## config.mk

```make
export PLATFORM = sky130hd
export DESIGN_NAME = radix_convert_decimal_coded
export DESIGN_NICKNAME = d
export VERILOG_FILES = /design/src/hw/rtl/rcdc_pkg.sv /design/src/hw/rtl/radix_convert_decimal_coded.sv
export SDC_FILE = /design/constraint.sdc
export NUM_CORES = 2
export LEC_CHECK = 0
export BUFFER_PORTS_ARGS = -buffer_cell sky130_fd_sc_hd__buf_2
export CAP_MARGIN = 20
export CORE_MARGIN = 8
export CORE_UTILIZATION = 45
export DETAILED_ROUTE_END_ITERATION = 8
export MAX_ROUTING_LAYER = met4
export PLACE_DENSITY = 0.66
export SYNTH_ARGS = -nofsm -noshare
export SYNTH_HDL_FRONTEND = slang
export SYNTH_SLANG_ARGS = --single-unit
```

## constraint.sdc

```tcl
create_clock -name clk -period 11.9 [get_ports clk]
set_clock_uncertainty 0.1 [all_clocks]
set_input_delay 0 -clock clk [delete_from_list [all_inputs] [get_ports clk]]
set_output_delay 0 -clock clk [all_outputs]
set_load 0.005 [all_outputs]
```

## src/hw/rtl/rcdc_pkg.sv

```systemverilog
// ----------------------------------------------------------------------------
// rcdc_pkg: shared types and constants of the decimal-coded radix converter
// Field widths, error and register codes, the controller state type and the
// base clamp used by the datapath.
// ----------------------------------------------------------------------------
package rcdc_pkg;

  localparam int CODED_W    = 60;   // decimal-coded field width
  localparam int DIG_W      = 4;    // one decimal or base digit
  localparam int DEC_DIGITS = 19;   // decimal digits a 60-bit word can hold
  localparam int BASE_W     = 4;
  localparam int ERR_W      = 2;
  localparam int CNT_W      = $clog2(CODED_W);
  localparam int CFG_IDX_W  = 1;

  localparam logic [DIG_W-1:0]  DEC_ADJ_MIN = 4'd5;  // add-3 threshold
  localparam logic [DIG_W-1:0]  DEC_ADJ     = 4'd3;
  localparam logic [BASE_W-1:0] BASE_MIN    = 4'd2;
  localparam logic [BASE_W-1:0] BASE_MAX    = 4'd10;
  localparam logic [BASE_W-1:0] SRC_BASE_RST = 4'd10;
  localparam logic [BASE_W-1:0] TGT_BASE_RST = 4'd2;

  localparam logic [ERR_W-1:0] ERR_NONE  = 2'd0;
  localparam logic [ERR_W-1:0] ERR_DIGIT = 2'd1;
  localparam logic [ERR_W-1:0] ERR_RANGE = 2'd2;

  localparam logic [CFG_IDX_W-1:0] CFG_SRC_BASE = 1'b0;
  localparam logic [CFG_IDX_W-1:0] CFG_TGT_BASE = 1'b1;

  typedef enum logic [2:0] {
    ST_IDLE,
    ST_DABBLE,
    ST_HORNER,
    ST_RADIX,
    ST_PACK
  } rcdc_state_t;

  // Saturate a base register into the supported range.
  function automatic logic [BASE_W-1:0] clamp_base(input logic [BASE_W-1:0] b);
    logic [BASE_W-1:0] r;
    r = b;
    if (b < BASE_MIN) r = BASE_MIN;
    else if (b > BASE_MAX) r = BASE_MAX;
    return r;
  endfunction

endpackage

```

## src/hw/rtl/radix_convert_decimal_coded.sv

```systemverilog
// ----------------------------------------------------------------------------
// radix_convert_decimal_coded: decimal-coded radix converter
// Reads the decimal digits of in_coded_in as source-base digits, checks them,
// and returns the same value written in the target base, one decimal digit
// per target digit, with an error code.
// ----------------------------------------------------------------------------
// One item at a time. A beat is taken at a clock edge with start high and busy
// low; its result appears on out_coded_out and out_error_code for exactly one
// cycle, marked by out_valid, and must be taken then: there is no back-pressure.
// A good conversion runs from the accepting edge through a bit-serial
// binary-to-decimal split, Horner accumulation in the source base (one digit a
// cycle through a 60x4 multiplier), shifting the value bit by bit into a
// base-digit register, packing those digits back into a binary word, and the
// strobe cycle itself. A bad source digit ends the item in the Horner step (the
// topmost of the 19 decimal digits is never above one, so it always passes); a
// result wider than MAX_DIGITS digits ends it at the first packing step.
// busy drops in the strobe cycle, so the next beat can be taken alongside it.
// Write cfg_* only while busy is low. Base registers outside 2..10 saturate.
// ----------------------------------------------------------------------------
module radix_convert_decimal_coded
  import rcdc_pkg::*;
#(
  parameter int MAX_DIGITS = 18   // capacity of the result, 1..18 digits
) (
  input  logic                 clk,
  input  logic                 rst_n,
  // configuration
  input  logic                 cfg_we,
  input  logic [CFG_IDX_W-1:0] cfg_index,
  input  logic [BASE_W-1:0]    cfg_wdata,
  // input beat
  input  logic                 start,
  output logic                 busy,
  input  logic [CODED_W-1:0]   in_coded_in,
  // result beat
  output logic                 out_valid,
  output logic [CODED_W-1:0]   out_coded_out,
  output logic [ERR_W-1:0]     out_error_code
);

  localparam int DEC_W = DEC_DIGITS * DIG_W;
  localparam int TD_W  = MAX_DIGITS * DIG_W;

  // --------------------------------------------------------------------------
  // Registers
  // --------------------------------------------------------------------------
  rcdc_state_t         state_r, state_nxt;
  logic [BASE_W-1:0]   src_base_r, tgt_base_r;
  logic [CODED_W-1:0]  acc_r, acc_nxt;     // input, then value, then result
  logic [DEC_W-1:0]    bcd_r, bcd_nxt;     // decimal digits of the input
  logic [TD_W-1:0]     tdig_r, tdig_nxt;   // target-base digits
  logic                ovf_r, ovf_nxt;     // target digits ran past capacity
  logic [CNT_W-1:0]    cnt_r, cnt_nxt;
  logic                out_valid_r, out_valid_nxt;
  logic [CODED_W-1:0]  out_coded_out_r, out_coded_out_nxt;
  logic [ERR_W-1:0]    out_error_code_r, out_error_code_nxt;

  // --------------------------------------------------------------------------
  // Datapath helpers
  // --------------------------------------------------------------------------
  logic [BASE_W-1:0]          src_base, tgt_base;
  logic                       accept;
  logic                       last_step;
  logic [DIG_W-1:0]           src_digit;
  logic                       digit_bad;
  logic [DEC_W-1:0]           bcd_adj;
  logic [CODED_W+BASE_W-1:0]  horner_prod;
  logic [CODED_W-1:0]         horner_sum;
  logic [MAX_DIGITS-1:0]      td_gen, td_prop, td_cin;
  logic [MAX_DIGITS:0]        td_sum;
  logic [TD_W-1:0]            tdig_dbl;
  logic [DIG_W-1:0]           tgt_top;
  logic [CODED_W-1:0]         pack_sum;

  assign src_base  = clamp_base(src_base_r);
  assign tgt_base  = clamp_base(tgt_base_r);
  assign accept    = start && (state_r == ST_IDLE);
  assign last_step = (cnt_r == '0);

  // Binary to decimal: add three to every digit of five or more, then shift.
  always_comb begin
    logic [DIG_W-1:0] d;
    for (int i = 0; i < DEC_DIGITS; i++) begin
      d = bcd_r[i*DIG_W +: DIG_W];
      bcd_adj[i*DIG_W +: DIG_W] = (d >= DEC_ADJ_MIN) ? d + DEC_ADJ : d;
    end
  end

  // Horner step on the most significant remaining decimal digit.
  assign src_digit   = bcd_r[DEC_W-1 -: DIG_W];
  assign digit_bad   = (src_digit >= src_base);
  assign horner_prod = {{BASE_W{1'b0}}, acc_r} * {{CODED_W{1'b0}}, src_base};
  assign horner_sum  = horner_prod[CODED_W-1:0]
                     + {{(CODED_W-DIG_W){1'b0}}, src_digit};

  // Double the target-base digit register and add the next value bit.
  // A digit generates a carry when 2d reaches the base, and passes one on
  // when only 2d+1 does; the carries then resolve as one binary add.
  always_comb begin
    logic [DIG_W:0] two_d;
    for (int i = 0; i < MAX_DIGITS; i++) begin
      two_d      = {tdig_r[i*DIG_W +: DIG_W], 1'b0};
      td_gen[i]  = (two_d >= {1'b0, tgt_base});
      td_prop[i] = !td_gen[i] && ((two_d | 5'd1) >= {1'b0, tgt_base});
    end
  end

  assign td_sum = {1'b0, td_gen | td_prop} + {1'b0, td_gen}
                + {{MAX_DIGITS{1'b0}}, acc_r[CODED_W-1]};

  always_comb begin
    logic [DIG_W:0] raw;
    logic           cout;
    td_cin = td_sum[MAX_DIGITS-1:0] ^ (td_gen | td_prop) ^ td_gen;
    for (int i = 0; i < MAX_DIGITS; i++) begin
      raw  = {tdig_r[i*DIG_W +: DIG_W], td_cin[i]};
      cout = td_gen[i] | (td_prop[i] & td_cin[i]);
      raw  = cout ? raw - {1'b0, tgt_base} : raw;
      tdig_dbl[i*DIG_W +: DIG_W] = raw[DIG_W-1:0];
    end
  end

  // Pack: result = result * 10 + next target digit, most significant first.
  assign tgt_top  = tdig_r[TD_W-1 -: DIG_W];
  assign pack_sum = (acc_r << 3) + (acc_r << 1)
                  + {{(CODED_W-DIG_W){1'b0}}, tgt_top};

  // --------------------------------------------------------------------------
  // Next state
  // --------------------------------------------------------------------------
  always_comb begin
    state_nxt = state_r;
    case (state_r)
      ST_IDLE: begin
        if (start) state_nxt = ST_DABBLE;
      end
      ST_DABBLE: begin
        if (last_step) state_nxt = ST_HORNER;
      end
      ST_HORNER: begin
        if (digit_bad) state_nxt = ST_IDLE;
        else if (last_step) state_nxt = ST_RADIX;
      end
      ST_RADIX: begin
        if (last_step) state_nxt = ST_PACK;
      end
      ST_PACK: begin
        if (ovf_r || last_step) state_nxt = ST_IDLE;
      end
      default: state_nxt = ST_IDLE;
    endcase
  end

  // --------------------------------------------------------------------------
  // Datapath next values
  // --------------------------------------------------------------------------
  always_comb begin
    acc_nxt            = acc_r;
    bcd_nxt            = bcd_r;
    tdig_nxt           = tdig_r;
    ovf_nxt            = ovf_r;
    cnt_nxt            = cnt_r - 1'b1;
    out_valid_nxt      = 1'b0;
    out_coded_out_nxt  = out_coded_out_r;
    out_error_code_nxt = out_error_code_r;
    case (state_r)
      ST_IDLE: begin
        cnt_nxt = cnt_r;
        if (start) begin
          // load the beat and start the decimal split
          acc_nxt = in_coded_in;
          bcd_nxt = '0;
          cnt_nxt = CNT_W'(CODED_W - 1);
        end
      end
      ST_DABBLE: begin
        bcd_nxt = {bcd_adj[DEC_W-2:0], acc_r[CODED_W-1]};
        acc_nxt = acc_r << 1;
        if (last_step) begin
          acc_nxt = '0;
          cnt_nxt = CNT_W'(DEC_DIGITS - 1);
        end
      end
      ST_HORNER: begin
        if (digit_bad) begin
          // drop the item: a digit is not below the source base
          out_valid_nxt      = 1'b1;
          out_coded_out_nxt  = '0;
          out_error_code_nxt = ERR_DIGIT;
        end else begin
          acc_nxt = horner_sum;
          bcd_nxt = bcd_r << DIG_W;
          if (last_step) begin
            tdig_nxt = '0;
            ovf_nxt  = 1'b0;
            cnt_nxt  = CNT_W'(CODED_W - 1);
          end
        end
      end
      ST_RADIX: begin
        tdig_nxt = tdig_dbl;
        ovf_nxt  = ovf_r | td_sum[MAX_DIGITS];
        acc_nxt  = acc_r << 1;
        if (last_step) cnt_nxt = CNT_W'(MAX_DIGITS - 1);
      end
      ST_PACK: begin
        if (ovf_r) begin
          out_valid_nxt      = 1'b1;
          out_coded_out_nxt  = '0;
          out_error_code_nxt = ERR_RANGE;
        end else begin
          acc_nxt  = pack_sum;
          tdig_nxt = tdig_r << DIG_W;
          if (last_step) begin
            out_valid_nxt      = 1'b1;
            out_coded_out_nxt  = pack_sum;
            out_error_code_nxt = ERR_NONE;
          end
        end
      end
      default: begin
        cnt_nxt = cnt_r;
      end
    endcase
  end

  // --------------------------------------------------------------------------
  // Outputs
  // --------------------------------------------------------------------------
  always_comb begin
    busy           = (state_r != ST_IDLE);
    out_valid      = out_valid_r;
    out_coded_out  = out_coded_out_r;
    out_error_code = out_error_code_r;
  end

  // --------------------------------------------------------------------------
  // Registers
  // --------------------------------------------------------------------------
  always_ff @(posedge clk) begin
    if (!rst_n) begin
      state_r     <= ST_IDLE;
      src_base_r  <= SRC_BASE_RST;
      tgt_base_r  <= TGT_BASE_RST;
      out_valid_r <= 1'b0;
    end else begin
      state_r     <= state_nxt;
      out_valid_r <= out_valid_nxt;
      if (cfg_we && cfg_index == CFG_SRC_BASE) src_base_r <= cfg_wdata;
      if (cfg_we && cfg_index == CFG_TGT_BASE) tgt_base_r <= cfg_wdata;
    end
  end

  always_ff @(posedge clk) begin
    acc_r            <= acc_nxt;
    bcd_r            <= bcd_nxt;
    tdig_r           <= tdig_nxt;
    ovf_r            <= ovf_nxt;
    cnt_r            <= cnt_nxt;
    out_coded_out_r  <= out_coded_out_nxt;
    out_error_code_r <= out_error_code_nxt;
  end

  // --------------------------------------------------------------------------
  // Assertions
  // --------------------------------------------------------------------------
  a_strobe_idle: assert property (@(posedge clk) disable iff (!rst_n)
    out_valid_r |-> (state_r == ST_IDLE))
    else $error("result strobe while the converter is still working");

  a_accept_busy: assert property (@(posedge clk) disable iff (!rst_n)
    accept |=> busy)
    else $error("accepted beat did not start a conversion");

  a_error_zero: assert property (@(posedge clk) disable iff (!rst_n)
    (out_valid_r && out_error_code_r != ERR_NONE) |-> (out_coded_out_r == '0))
    else $error("error result carries a non-zero value");

  a_single_strobe: assert property (@(posedge clk) disable iff (!rst_n)
    out_valid_r |=> !out_valid_r)
    else $error("two result strobes in a row");

endmodule

```

==> reports/metrics.cfg <==
[outcome]
status = finished clean

[sta]
hold_viol_final = 0
relSlewSlack = 0.2609
worst_slew_pin_slew_ps = 1109
fmax_ghz = 0.1417
maxSlewViolCount = 0
layout_min_cycle_time_ps = 7058
rsz0062_at_grt = false
period_share = 0.5931
fin_ws_ps = 4842
tns_ps = 0
finalSetupViolCount = 0

[clocking]
htreeDepth = 2
cts.sinks = 289
cts_buffer_depth = 3
cts-buffers-inserted = 39
clkTransAtPathRegs_ps = 60
ctsResizeCount = 0
clk_latency_ps = 590
cts_tree = built
post-cts-setup-buffers = 0
cts-root-buf = clkbuf_16

[critical_path]
crit_path_start = src_base_r[3]$_SDFFE_PN1P_
endpoint_kind = flip-flop
path_class = flip-flop to flip-flop
worstPathCellList = buf_4 -> inv_1 -> nor2_1 -> o21bai_4 -> buf_4 -> nand2_1 -> fa_1 -> inv_1 -> fa_1 -> ha_1 -> ha_1 -> a21o_1 -> a21o_1 -> a41o_1 -> o221ai_1 -> a31oi_1 -> a2111oi_0 -> o21ai_1 -> a21oi_1 -> o21ai_1 -> a221oi_1 -> xnor2_1 -> o211ai_1
cp_slowest_cell = buf_4
r2r-start = src_base_r[3]$_SDFFE_PN1P_
crit_fanout = 60
reg2regPathDepth = 23
worst_setup_path_start_kind = flip-flop
crit_arrival_ps = 7270
cp_slowest_stage_delay_ps = 560
crit_required_ps = 12110

[floorplanning]
start_util = 0.4551
io_pins = 133
dieArea_um2 = 76640
rows = 95
core-area_um2 = 67280
fp.dieH_um = 276.8
die_x_um = 276.8

[place]
dp_hpwl_um = 64430
placed_cell_area_um2 = 32100
place_ws_ps = 4848
gp_congestion = 0.9557
numPortBuffers = 132

[detailed_routing]
drtIter0Drc = 2303
wl_per_cell_um = 19.93
first_pass_iters = 7
drt-total-wl_um = 89730
vias = 26477
drc_errors = 0
viasPerCell = 5.882
top_layer_used = met4
wl_met1_um = 38680
ant_nets = 0
wl_met2_um = 41030
met3_length_um = 6709

[finish]
final_nets = 4165
post-route-util = 0.5081
fin_area_um2 = 34190
fill_cells = 6294
drive_gt1_frac = 0.07395
syn_to_final_growth_pct = 11.66

[yosys]
synth_most_common_cell = nand2_1
synthCells = 3466
synth.top_cells.by_count = 463 x nand2_1, 366 x ha_1, 291 x a21oi_1
ys_async_sr_fraction = 0
yosys_warnings = 0
synth_ff_type = edfxtp_1
synth.distinct_cells = 95
synth-seq-cells = 289
synth_seq_area_share = 0.2795
yosysTopAreaCellShare = 0.2717
synth_edf_count = 277
synth.area.top_cells = edfxtp_1 27%, ha_1 15%, fa_1 8.8%, nand2_1 5.7%, a21oi_1 4.8%
syn_area_per_cell_um2 = 8.833
yosysTopAreaCell = edfxtp_1
synth.cell_area_um2 = 30620
synth_nets = 4036

[global_routing]
grt.total_usage = 0.2344
grt_max_degree = 94
grt_pass1_vias = 26336
grt_overflow = 0
grt_pass1_wl_um = 142800
antenna_found_initial = 5

[power_and_ir_drop]
internal_power_w = 0.002656
leakage_nw = 15.10
swShare = 0.4015
combPwrFrac = 0.429
p_clk_frac = 0.280
sequentialPowerShare = 0.291
ir_worst_vdd_uv = 87.17
power.density_nw_per_um2 = 129.8
p_switching_w = 0.001782

[min_path]
hold_path.class = input port to flip-flop
worstHoldStart = in_coded_in[14]
worst_hold_path.num_cells = 5

[job]
drv_cap = 0

==> cells in the final DEF (no fill, tap or decap), drive strengths merged, types with 50 or more instances in the layout <==
master / Yosys / routed
a21o: 102 / 102
a21oi: 292 / 292
and2: 83 / 83
buf: 14 / 157
dlygate4sd3: 0 / 77
edfxtp: 277 / 277
fa: 135 / 135
ha: 366 / 366
inv: 273 / 277
nand2: 463 / 463
nand3: 50 / 50
nor2: 218 / 218
o21ai: 263 / 263
xnor2: 117 / 117
xor2: 63 / 63
==> per-layer routing <==
layer / global-route usage / up-vias
met2: 0.3746 / 856
met1: 0.2920 / 12734
met5: - / -
met3: 0.04987 / 177
met4: 0.08480 / 0
li1: - / 12710
==> cell type report <==
class	count	area, um^2	area share
multi-input combinational	2757	20570	0.6017
inverter	274	1031	0.03016
timing repair buffer	234	1619	0.04736
clock inverter	21	270.3	0.007906
clock buffer	49	1033	0.03023
tap	873	1092	0.03195
antenna	4	10.01	0.0002928
sequential	289	8561	0.2504
==> power groups by stage <==
stage / Clock, W / Sequential (W) / Combinational, W
3_5_place_dp: 0 / 0.00131 / 0.00185
4_1_cts: 0.00126 / 0.00129 / 0.00189
6_report: 0.00124 / 0.00129 / 0.00191
2_1_floorplan: 0 / 0.00126 / 0.00141
3_3_place_gp: 0 / 0.00131 / 0.00183
5_1_grt: 0.00130 / 0.00130 / 0.00213
==> what timing repair did <==
action	4_1_cts	5_1_grt
endpoints found under the setup margin	0	0
hold buffers	77	0
endpoints found under the hold margin	77	0
==> cell families after synthesis <==
logic type / after synthesis / share of synthesized area
AND/OR/NAND/NOR: 1059 / 0.1628
AO/OA/AOI/OAI: 988 / 0.2072
adder cells (fa/ha/maj): 501 / 0.2379
buffers and inverters: 420 / 0.05162
flip-flops: 289 / 0.2795
XOR/XNOR: 180 / 0.05149
multiplexers: 29 / 0.009563
==> flip-flops by register name, indices dropped and copies added (netlist names) <==
register / cells
acc_r: 60
bcd_r: 76
cnt_r: 6
out_coded_out: 60
out_error_code: 2
out_valid: 1
ovf_r: 1
src_base_r: 4
state_r: 3
tdig_r: 72
tgt_base_r: 4
==> worst max-delay path: cells and delay by family (launching register included) <==
kind | cells | cell delay, ps
xor+xnor | 1 | 160
simple gates | 2 | 220
compound gates | 12 | 3150
fa+ha+maj | 4 | 1680
buf+inv | 4 | 1150
flops | 1 | 330
==> worst paths after layout <==
check / endpoint / slack (ps)
max: acc_r[59]$_DFFE_PP_ / 4840
min: acc_r[14]$_DFFE_PP_ / 110
max reg2reg: acc_r[59]$_DFFE_PP_ / 4840
min reg2reg: src_base_r[0]$_SDFFE_PN0P_ / 470
==> through the flow <==
stage                     std cells  hold slack, ps  power [W]
after floorplan                3466           25.11   0.002677
after global placement         4350           198.1   0.003141
after detailed placement       4350           201.1   0.003156
after CTS                      4497           93.63   0.004434
after global routing           4501           136.0   0.004726
final                          4501           112.0   0.004437
Power figures use the tool's default switching activity.
